### config.mk
export PLATFORM = sky130hd
export DESIGN_NAME = wheel_speed_controller
export DESIGN_NICKNAME = d
export VERILOG_FILES = /design/src/hw/rtl/wsc_pkg.sv /design/src/hw/rtl/wsc_table.sv /design/src/hw/rtl/wsc_calc.sv /design/src/hw/rtl/wheel_speed_controller.sv
export SDC_FILE = /design/constraint.sdc
export NUM_CORES = 2
export LEC_CHECK = 0
export BUFFER_PORTS_ARGS = -buffer_cell sky130_fd_sc_hd__buf_2
export CELL_PAD_IN_SITES_DETAIL_PLACEMENT = 0
export CELL_PAD_IN_SITES_GLOBAL_PLACEMENT = 1
export CORE_MARGIN = 1.5
export CORE_UTILIZATION = 48
export CTS_CLUSTER_SIZE = 12
export DETAILED_ROUTE_END_ITERATION = 8
export HOLD_SLACK_MARGIN = 0.08
export PLACE_DENSITY_LB_ADDON = 0.12
export SLEW_MARGIN = 10
export SYNTH_ARGS = -nofsm -noshare
export SYNTH_HDL_FRONTEND = slang
export SYNTH_SLANG_ARGS = --single-unit
### constraint.sdc
create_clock -name clk -period 6.4 [get_ports clk]
set_clock_uncertainty 0.1 [all_clocks]
set_input_delay 1.28 -clock clk [delete_from_list [all_inputs] [get_ports clk]]
set_output_delay 1.28 -clock clk [all_outputs]
set_load 0.01 [all_outputs]
### src/hw/rtl/wsc_pkg.sv
`timescale 1ns / 1ps

package wsc_pkg;

  localparam int TABLE_DEPTH     = 32;
  localparam int SPEED_FRAC_BITS = 8;

  localparam int IDX_W = $clog2(TABLE_DEPTH);
  localparam int CNT_W = $clog2(TABLE_DEPTH + 1);

  localparam int KIND_W   = 3;
  localparam int DUTY_W   = 12;
  localparam int SPEED_W  = 24;
  localparam int FACT_W   = 20;
  localparam int LIMIT_W  = 10;
  localparam int STATUS_W = 3;
  localparam int GAIN_W   = 6;
  localparam int OFFS_W   = 10;

  localparam int CFG_IDX_W  = 2;
  localparam int CFG_DATA_W = 12;

  // Datapath widths of the duty update.
  localparam int LIMQ_W = LIMIT_W + SPEED_FRAC_BITS;
  localparam int CMP_W  = ((FACT_W > LIMQ_W + 1) ? FACT_W : LIMQ_W + 1) + 1;
  localparam int OPA_W  = ((SPEED_W + 1 > FACT_W) ? SPEED_W + 1 : FACT_W);
  localparam int PROD_W = OPA_W + GAIN_W + 1;
  localparam int SUM_W  = PROD_W + SPEED_FRAC_BITS + 2;

  localparam logic [KIND_W-1:0] KIND_FORWARD  = 3'd0;
  localparam logic [KIND_W-1:0] KIND_BACKWARD = 3'd1;
  localparam logic [KIND_W-1:0] KIND_STOP     = 3'd2;
  localparam logic [KIND_W-1:0] KIND_CLEAR    = 3'd3;
  localparam logic [KIND_W-1:0] KIND_LOAD     = 3'd4;
  localparam logic [KIND_W-1:0] KIND_SET      = 3'd5;
  localparam logic [KIND_W-1:0] KIND_REGULATE = 3'd6;
  localparam logic [KIND_W-1:0] KIND_STEER    = 3'd7;

  localparam logic [STATUS_W-1:0] STATUS_OK         = 3'd0;
  localparam logic [STATUS_W-1:0] STATUS_NOT_CAL    = 3'd1;
  localparam logic [STATUS_W-1:0] STATUS_RANGE      = 3'd2;
  localparam logic [STATUS_W-1:0] STATUS_NO_BRACKET = 3'd3;
  localparam logic [STATUS_W-1:0] STATUS_FULL       = 3'd4;

  localparam logic [CFG_IDX_W-1:0] CFG_DUTY_MAX = 2'd0;
  localparam logic [CFG_IDX_W-1:0] CFG_GAIN     = 2'd1;
  localparam logic [CFG_IDX_W-1:0] CFG_OFFSET   = 2'd2;

  localparam logic [DUTY_W-1:0] DUTY_MAX_RESET = 12'd1000;
  localparam logic [GAIN_W-1:0] GAIN_RESET     = 6'd5;
  localparam logic [OFFS_W-1:0] OFFSET_RESET   = 10'd10;

  typedef struct packed {
    logic [KIND_W-1:0]         kind;
    logic [DUTY_W-1:0]         entry_duty;
    logic [SPEED_W-1:0]        speed_value;
    logic [SPEED_W-1:0]        measured_speed;
    logic signed [FACT_W-1:0]  steer_factor;
    logic [LIMIT_W-1:0]        steer_limit;
  } cmd_t;

  typedef struct packed {
    logic [DUTY_W-1:0]   duty;
    logic                drive_forward;
    logic                drive_backward;
    logic [STATUS_W-1:0] status;
    logic [SPEED_W-1:0]  lowest_speed;
    logic [SPEED_W-1:0]  highest_speed;
    logic                moving;
  } result_t;

  typedef struct packed {
    logic [DUTY_W-1:0]  duty;
    logic [SPEED_W-1:0] speed;
  } entry_t;

  // Operands handed to the duty update unit.
  typedef struct packed {
    logic                     steer;
    logic                     fwd;
    logic [DUTY_W-1:0]        duty_reg;
    logic [DUTY_W-1:0]        base_duty;
    logic [SPEED_W-1:0]       speed;
    logic [SPEED_W-1:0]       measured;
    logic signed [FACT_W-1:0] factor;
    logic [LIMIT_W-1:0]       limit;
  } calc_req_t;

  typedef struct packed {
    logic [DUTY_W-1:0] duty_max;
    logic [GAIN_W-1:0] gain;
    logic [OFFS_W-1:0] steer_offset;
  } cfg_t;

endpackage

### src/hw/rtl/wsc_table.sv
`timescale 1ns / 1ps

module wsc_table
  import wsc_pkg::*;
(
  input  logic             clk,
  input  logic             we,
  input  logic [IDX_W-1:0] waddr,
  input  entry_t           wdata,
  input  logic             re,
  input  logic [IDX_W-1:0] raddr,
  output entry_t           rdata
);

  entry_t mem [TABLE_DEPTH];

  always_ff @(posedge clk) begin
    if (we) begin
      mem[waddr] <= wdata;
    end
  end

  always_ff @(posedge clk) begin
    if (re) begin
      rdata <= mem[raddr];
    end
  end

endmodule

### src/hw/rtl/wsc_calc.sv
`timescale 1ns / 1ps

module wsc_calc
  import wsc_pkg::*;
(
  input  logic              clk,
  input  logic              rst,
  input  logic              go,
  input  calc_req_t         req,
  input  cfg_t              cfg,
  output logic              valid,
  output logic [DUTY_W-1:0] duty
);

  logic signed [CMP_W-1:0] factor_ext;
  logic signed [CMP_W-1:0] lim_ext;
  logic                    above;
  logic                    below;

  logic signed [OPA_W-1:0] opa_s1;
  logic                    big_s1;
  logic                    neg_s1;
  logic [DUTY_W-1:0]       base_s1;
  logic                    v1;

  logic signed [PROD_W-1:0] prod_s2;
  logic                     big_s2;
  logic                     neg_s2;
  logic [DUTY_W-1:0]        base_s2;
  logic                     v2;

  logic signed [SUM_W-1:0] term;
  logic signed [SUM_W-1:0] total;
  logic [SUM_W-1:0]        whole;
  logic [DUTY_W-1:0]       duty_sat;

  assign factor_ext = CMP_W'(req.factor);
  assign lim_ext    = $signed(CMP_W'({req.limit, {SPEED_FRAC_BITS{1'b0}}}));
  assign above      = factor_ext > lim_ext;
  assign below      = factor_ext < -lim_ext;

  // Stage 1: pick the multiplier operand and the sign of the correction.
  always_ff @(posedge clk) begin
    if (go) begin
      if (!req.steer) begin
        opa_s1 <= $signed(OPA_W'({1'b0, req.speed})) - $signed(OPA_W'({1'b0, req.measured}));
      end else if (above || below) begin
        opa_s1 <= $signed(OPA_W'(req.limit));
      end else begin
        opa_s1 <= OPA_W'(req.factor);
      end
      big_s1  <= req.steer && (above || below);
      // Steering pushes up when going forward; beyond the lower limit it flips.
      neg_s1  <= req.steer && (req.fwd == below);
      base_s1 <= req.steer ? req.base_duty : req.duty_reg;
    end
  end

  // Stage 2: the single multiplication by the gain.
  always_ff @(posedge clk) begin
    prod_s2 <= opa_s1 * $signed({1'b0, cfg.gain});
    big_s2  <= big_s1;
    neg_s2  <= neg_s1;
    base_s2 <= base_s1;
  end

  always_comb begin
    if (big_s2) begin
      term = (SUM_W'(prod_s2) + $signed(SUM_W'({1'b0, cfg.steer_offset})))
             <<< SPEED_FRAC_BITS;
    end else begin
      term = SUM_W'(prod_s2);
    end
    total = $signed(SUM_W'({base_s2, {SPEED_FRAC_BITS{1'b0}}})) + (neg_s2 ? -term : term);
    whole = SUM_W'(total >>> SPEED_FRAC_BITS);
    if (total <= 0) begin
      duty_sat = '0;
    end else if (whole > SUM_W'(cfg.duty_max)) begin
      duty_sat = cfg.duty_max;
    end else begin
      duty_sat = whole[DUTY_W-1:0];
    end
  end

  // Stage 3: saturated duty.
  always_ff @(posedge clk) begin
    duty <= duty_sat;
  end

  always_ff @(posedge clk) begin
    if (rst) begin
      v1    <= 1'b0;
      v2    <= 1'b0;
      valid <= 1'b0;
    end else begin
      v1    <= go;
      v2    <= v1;
      valid <= v2;
    end
  end

endmodule

### src/hw/rtl/wheel_speed_controller.sv
`timescale 1ns / 1ps
// Channel   Ports                                        Beat taken when
// command   start, busy, cmd                             start && !busy
// result    done, result                                 done (one cycle, no back-pressure)
// config    cfg_valid, cfg_ready, cfg_index, cfg_data    cfg_valid && cfg_ready
//
// Direction, stop, clear and load commands answer in the cycle after the command beat.
// Regulate and steer pass through the three-stage duty update unit.
// Set speed scans the calibration table memory one entry per cycle, a rate that the
// single read port sets.
// Reset is synchronous and leaves the table contents undefined; no clearing pass.
// Busy stays high while a command is at work; results are never stalled.

module wheel_speed_controller
  import wsc_pkg::*;
(
  input  logic                  clk,
  input  logic                  rst,
  input  logic                  start,
  output logic                  busy,
  input  cmd_t                  cmd,
  output logic                  done,
  output result_t               result,
  input  logic                  cfg_valid,
  output logic                  cfg_ready,
  input  logic [CFG_IDX_W-1:0]  cfg_index,
  input  logic [CFG_DATA_W-1:0] cfg_data
);

  localparam logic [1:0] ST_IDLE = 2'd0;
  localparam logic [1:0] ST_SCAN = 2'd1;
  localparam logic [1:0] ST_CALC = 2'd2;

  logic [1:0] state;

  cfg_t cfg;

  logic                fwd_flag;
  logic                bwd_flag;
  logic [DUTY_W-1:0]   duty_reg;
  logic [DUTY_W-1:0]   base_duty;
  logic                is_calibrated;
  logic [CNT_W-1:0]    entry_count;
  logic [SPEED_W-1:0]  min_seen;
  logic [SPEED_W-1:0]  max_seen;
  logic [STATUS_W-1:0] status;

  logic accept;
  logic moving;
  logic table_full;

  // Scan bookkeeping.
  logic [CNT_W-1:0]   issue_cnt;
  logic               rd_en;
  logic               rd_vld;
  logic [IDX_W-1:0]   rd_idx;
  entry_t             rd_data;
  entry_t             prev;
  logic [SPEED_W-1:0] target;
  logic               hit;
  logic               last;

  logic              tbl_we;
  entry_t            tbl_wdata;

  calc_req_t         calc_req;
  logic              calc_go;
  logic              calc_valid;
  logic [DUTY_W-1:0] calc_duty;

  assign busy       = state != ST_IDLE;
  assign accept     = start && !busy;
  assign moving     = fwd_flag || bwd_flag;
  assign table_full = entry_count >= CNT_W'(TABLE_DEPTH);
  assign cfg_ready  = 1'b1;

  assign tbl_we          = accept && (cmd.kind == KIND_LOAD) && !table_full;
  assign tbl_wdata.duty  = cmd.entry_duty;
  assign tbl_wdata.speed = cmd.speed_value;

  assign rd_en = (state == ST_SCAN) && (issue_cnt < entry_count);
  assign hit   = (rd_idx != '0) && (prev.speed <= target) && (rd_data.speed >= target);
  assign last  = CNT_W'(rd_idx) == (entry_count - CNT_W'(1));

  assign calc_go = accept && moving &&
                   ((cmd.kind == KIND_REGULATE) || (cmd.kind == KIND_STEER));

  assign calc_req.steer     = cmd.kind == KIND_STEER;
  assign calc_req.fwd       = fwd_flag;
  assign calc_req.duty_reg  = duty_reg;
  assign calc_req.base_duty = base_duty;
  assign calc_req.speed     = cmd.speed_value;
  assign calc_req.measured  = cmd.measured_speed;
  assign calc_req.factor    = cmd.steer_factor;
  assign calc_req.limit     = cmd.steer_limit;

  wsc_table u_table (
    .clk   (clk),
    .we    (tbl_we),
    .waddr (entry_count[IDX_W-1:0]),
    .wdata (tbl_wdata),
    .re    (rd_en),
    .raddr (issue_cnt[IDX_W-1:0]),
    .rdata (rd_data)
  );

  wsc_calc u_calc (
    .clk   (clk),
    .rst   (rst),
    .go    (calc_go),
    .req   (calc_req),
    .cfg   (cfg),
    .valid (calc_valid),
    .duty  (calc_duty)
  );

  always_ff @(posedge clk) begin
    if (rst) begin
      cfg.duty_max     <= DUTY_MAX_RESET;
      cfg.gain         <= GAIN_RESET;
      cfg.steer_offset <= OFFSET_RESET;
    end else if (cfg_valid && cfg_ready) begin
      unique case (cfg_index)
        CFG_DUTY_MAX: cfg.duty_max     <= cfg_data[DUTY_W-1:0];
        CFG_GAIN:     cfg.gain         <= cfg_data[GAIN_W-1:0];
        CFG_OFFSET:   cfg.steer_offset <= cfg_data[OFFS_W-1:0];
        default:      ;
      endcase
    end
  end

  // Payload side of the scan: target speed, previous entry, read tag.
  always_ff @(posedge clk) begin
    if (accept) begin
      target <= cmd.speed_value;
    end
    if (rd_vld) begin
      prev <= rd_data;
    end
    rd_idx <= issue_cnt[IDX_W-1:0];
  end

  always_ff @(posedge clk) begin
    if (rst) begin
      state         <= ST_IDLE;
      done          <= 1'b0;
      fwd_flag      <= 1'b0;
      bwd_flag      <= 1'b0;
      duty_reg      <= '0;
      base_duty     <= '0;
      is_calibrated <= 1'b0;
      entry_count   <= '0;
      min_seen      <= '1;
      max_seen      <= '0;
      status        <= STATUS_OK;
      issue_cnt     <= '0;
      rd_vld        <= 1'b0;
    end else begin
      done   <= 1'b0;
      rd_vld <= rd_en;
      if (rd_en) begin
        issue_cnt <= issue_cnt + CNT_W'(1);
      end
      unique case (state)
        ST_IDLE: begin
          if (accept) begin
            status <= STATUS_OK;
            done   <= 1'b1;
            unique case (cmd.kind) inside
              KIND_FORWARD: begin
                fwd_flag <= 1'b1;
                bwd_flag <= 1'b0;
              end
              KIND_BACKWARD: begin
                bwd_flag <= 1'b1;
              end
              KIND_STOP: begin
                fwd_flag <= 1'b0;
                bwd_flag <= 1'b0;
              end
              KIND_CLEAR: begin
                entry_count   <= '0;
                min_seen      <= '1;
                max_seen      <= '0;
                is_calibrated <= 1'b0;
              end
              KIND_LOAD: begin
                if (table_full) begin
                  status <= STATUS_FULL;
                end else begin
                  entry_count   <= entry_count + CNT_W'(1);
                  is_calibrated <= 1'b1;
                  if (cmd.speed_value > max_seen) begin
                    max_seen <= cmd.speed_value;
                  end
                  if (cmd.speed_value < min_seen) begin
                    min_seen <= cmd.speed_value;
                  end
                end
              end
              KIND_SET: begin
                if (!is_calibrated) begin
                  status <= STATUS_NOT_CAL;
                end else if (cmd.speed_value < min_seen || cmd.speed_value > max_seen) begin
                  status <= STATUS_RANGE;
                end else if (entry_count < CNT_W'(2)) begin
                  status <= STATUS_NO_BRACKET;
                end else begin
                  done      <= 1'b0;
                  issue_cnt <= '0;
                  state     <= ST_SCAN;
                end
              end
              KIND_REGULATE, KIND_STEER: begin
                if (moving) begin
                  done  <= 1'b0;
                  state <= ST_CALC;
                end
              end
              default: ;
            endcase
          end
        end
        ST_SCAN: begin
          // The first neighboring pair that brackets the target wins.
          if (rd_vld) begin
            if (hit) begin
              base_duty <= prev.duty;
              duty_reg  <= (prev.duty > cfg.duty_max) ? cfg.duty_max : prev.duty;
              status    <= STATUS_OK;
              done      <= 1'b1;
              state     <= ST_IDLE;
            end else if (last) begin
              status <= STATUS_NO_BRACKET;
              done   <= 1'b1;
              state  <= ST_IDLE;
            end
          end
        end
        ST_CALC: begin
          if (calc_valid) begin
            duty_reg <= calc_duty;
            status   <= STATUS_OK;
            done     <= 1'b1;
            state    <= ST_IDLE;
          end
        end
        default: begin
          state <= ST_IDLE;
        end
      endcase
    end
  end

  assign result.duty           = duty_reg;
  assign result.drive_forward  = fwd_flag && !bwd_flag;
  assign result.drive_backward = bwd_flag;
  assign result.status         = status;
  assign result.lowest_speed   = min_seen;
  assign result.highest_speed  = max_seen;
  assign result.moving         = moving;

  a_count_bound: assert property (@(posedge clk) disable iff (rst)
    entry_count <= CNT_W'(TABLE_DEPTH))
    else $error("calibration entry count beyond table depth");

  a_calibrated: assert property (@(posedge clk) disable iff (rst)
    is_calibrated == (entry_count != '0))
    else $error("calibration flag disagrees with entry count");

  a_calc_in_state: assert property (@(posedge clk) disable iff (rst)
    calc_valid |-> state == ST_CALC)
    else $error("duty update finished outside its wait state");

  a_done_cause: assert property (@(posedge clk) disable iff (rst)
    done |-> $past(busy || start))
    else $error("result beat without a command at work");

endmodule

==> results.json <==
{
  "status": "complete, no violations",
  "grt_pass1_wl_um": 282600,
  "slowest_delay_ps": 560,
  "die-area_um2": 145700,
  "setup.worst_path.start": "cfg[0]$_SDFFE_PP0P_",
  "placed_cell_area_um2": 73220,
  "tightest_slew_ps": 1090,
  "cts_tree": "built",
  "rsz0062_at_grt": "true",
  "p_per_area_nw_per_um2": 286.6,
  "path_max_fanout": 6,
  "avgSynthCellArea_um2": 15.43,
  "hold_path.class": "reg -> reg",
  "dieWidth_um": 381.8,
  "crit_family": "simple AND/OR/NAND/NOR gates",
  "row_count": 138,
  "critPathKind": "reg -> reg",
  "synth_edf_count": 1287,
  "start_util_pct": 48.52,
  "place_congestion": 0.8802,
  "regToRegSetupSlack_ps": 270,
  "design_area_um2": 78390,
  "clock_latency_ps": 820,
  "setup_violations": 0,
  "total_power_mw": 22.47,
  "crit_required_ps": 6960,
  "hpwlAfterDp_um": 123500,
  "slowest_stage": "or4b_4",
  "maxCapViolCount": 0,
  "core-area_um2": 141900,
  "clk_pin_slew_worst_paths_ps": 60,
  "yosysTopAreaCell": "edfxtp_1",
  "syn_area_um2": 68860,
  "grt_util_all_layers_pct": 26.77,
  "antenna_found_initial": 13,
  "top_register": "u_table.mem",
  "final_hold_viol_count": 0,
  "cts_hold_buf": 0,
  "r2r_cells": 21,
  "crit_cells": 21,
  "synthCells": 4464,
  "synth.most_common_cell": "edfxtp_1",
  "pin_count": 180,
  "dr.pass1.iters": 6,
  "worstSetupEndpoint": "u_calc.duty[11]$_SDFF_PP0_",
  "clock-sinks": 1475,
  "drtIter0Drc": 3629,
  "synth_top_cell_area_share_pct": 56.12,
  "cp.arrival_ps": 6680,
  "synth_nets": 4950,
  "r2r_end": "u_calc.duty[11]$_SDFF_PP0_",
  "place_ws_ps": -20.57,
  "synth-seq-cells": 1475,
  "avgViaCountPerCell": 5.971,
  "wl_per_cell_um": 28.40,
  "grt_max_degree": 100,
  "rr_startpoint": "cfg[0]$_SDFFE_PP0P_",
  "largest_reg_flops": 1152,
  "synth_top_flop_cell": "edfxtp_1",
  "cts_buffer_depth": 3,
  "cts-root-buf": "clkbuf_16",
  "antenna_left": 0,
  "final_nets": 5294,
  "synthToLayoutAreaGrowth_pct": 13.82,
  "fmax_mhz": 163.2,
  "min_period_over_period_pct": 95.71,
  "path_cells": "ha_4 > inv_1 > fa_1 > xnor2_1 > o32ai_1 > nand4_1 > a211o_1 > or4b_4 > or2_4 > o31ai_4 > xnor2_1 > ha_1 > o21ai_0 > a21oi_2 > o21bai_4 > a211o_1 > or3_1 > or3_1 > and2_1 > or4_4 > a2111oi_1",
  "die_h_um": 381.8,
  "async_reset_ff_share_pct": 0,
  "routed_wl_um": 193600,
  "synthTopCellsByCount": "edfxtp_1, mux4_2, ha_1, inv_1, nand2_1",
  "drc": 0,
  "top_regs": "u_table.mem: 1152 flops, prev: 36 flops, u_table.rdata: 36 flops",
  "relSlewSlack_pct": 27.36,
  "endpoint_kind": "flop",
  "fillerInstances": 11440,
  "gr-total-overflow": 0,
  "irDropWorstVdd_uv": 262.2,
  "grt_pass1_vias": 40900,
  "portBuffers": 178,
  "final.min_clock_period_ps": 6126,
  "p_leak_nw": 27.54,
  "synth.area.top_cells": "edfxtp_1, mux4_2, dfxtp_1",
  "setup_tns_ps": 0,
  "ys_seq_area_share_pct": 61.59,
  "layout_setup_ws_ps": 274.3,
  "drv_slew": 0,
  "drive_above_1_share_pct": 22.12,
  "cts_buffers": 159,
  "synth_cell_type_count": 92,
  "cp-start-kind": "flop",
  "vias": 40700,
  "yosys_warnings": 0,
  "path_buf_inv": 1,
  "cts_max_level": 4
}
-- worst reg2reg max path: stages (launching register included) --
cell,delay (ps)
dfxtp_1,370
ha_4,170
inv_1,50
fa_1,400
xnor2_1,160
o32ai_1,180
nand4_1,170
a211o_1,290
or4b_4,560
or2_4,300
o31ai_4,230
xnor2_1,110
ha_1,370
o21ai_0,140
a21oi_2,200
o21bai_4,120
a211o_1,290
or3_1,330
or3_1,380
and2_1,180
or4_4,530
a2111oi_1,390
-- through the flow --
step | hold WS, ps | utilization [%] | std cells
6_report | 234.2 | 55.23 | 6816
5_1_grt | 245.7 | 55.22 | 6814
4_1_cts | 239.7 | 55.10 | 6808
3_5_place_dp | 226.9 | 51.59 | 6532
3_3_place_gp | 224.4 | 51.59 | 6532
2_1_floorplan | 223.3 | - | 4464
-- worst min-delay path by stage --
stage                                  to  slack (ps)                          from  cells past startpoint
5_1_grt        u_calc.base_s2[11]$_DFF_P_         250  u_calc.base_s1[11]$_DFFE_PP_                      0
3_3_place_gp    u_calc.base_s2[0]$_DFF_P_         220   u_calc.base_s1[0]$_DFFE_PP_                      0
4_1_cts        u_calc.base_s2[11]$_DFF_P_         240  u_calc.base_s1[11]$_DFFE_PP_                      0
6_report       u_calc.base_s2[11]$_DFF_P_         230  u_calc.base_s1[11]$_DFFE_PP_                      0
2_1_floorplan   u_calc.base_s2[0]$_DFF_P_         220   u_calc.base_s1[0]$_DFFE_PP_                      0
3_5_place_dp    u_calc.base_s2[0]$_DFF_P_         230   u_calc.base_s1[0]$_DFFE_PP_                      0
-- cell families after synthesis --
group / after synthesis / synth area share [%]
AND/OR/NAND/NOR: 949 / 6.897
adder cells (fa/ha/maj): 375 / 7.969
XOR/XNOR: 112 / 1.424
buffers and inverters: 452 / 2.502
flip-flops: 1475 / 61.59
AO/OA/AOI/OAI: 632 / 6.196
other: 1 / 0.005445
multiplexers: 468 / 13.42
-- cell usage in the layout, fill, tap and decap left out, drive strengths merged, types with 24 or more instances in the layout --
cell type	instances
edfxtp	1287
buf	372
mux4	360
ha	269
inv	268
nand2	249
clkbuf	213
nor2	212
dfxtp	188
a21oi	165
o21ai	119
fa	106
and2	98
nand3	93
xnor2	80
mux2i	65
clkinv	52
nor3	51
a21o	46
mux2	43
o21a	41
nand4	40
nor4	38
nor2b	35
xor2	32
o21bai	32
nand2b	27
o211ai	24
-- power by group --
part           internal [mW]  switching (mW)  total (mW)
registers               10.6           0.213        10.8
clock network           4.88            3.87        8.75
logic                   1.14            1.77        2.91
total                   16.6            5.86        22.5
-- what timing repair did --
item	4_1_cts	5_1_grt
gates cloned	0	0
resized for setup	3	28
endpoints found under the hold margin	0	0
pin swaps	0	8
setup buffers	0	5
endpoints found under the setup margin	10	14
-- area by class of cell --
| class | count | area [um2] | share of cell area (%) |
|---|---|---|---|
| Multi-Input combinational cell | 2537 | 25170 | 32.11 |
| Antenna cell | 3 | 7.507 | 0.009577 |
| Timing Repair Buffer | 372 | 2450 | 3.125 |
| Sequential cell | 1475 | 42430 | 54.13 |
| Tap cell | 1890 | 2365 | 3.017 |
| Inverter | 263 | 987.2 | 1.259 |
| Clock buffer | 213 | 4284 | 5.465 |
| Clock inverter | 63 | 693.2 | 0.8843 |
-- layer usage --
| metal | up-vias | wire length (um) | track usage, % |
|---|---|---|---|
| li1 | 17980 | - | - |
| met1 | 21180 | 80270 | 36.07 |
| met2 | 1250 | 96830 | 45.20 |
| met3 | 288 | 10420 | 3.620 |
| met4 | 6 | 6018 | 8.355 |
| met5 | - | 42 | 0 |
Power figures use the tool's default switching activity.
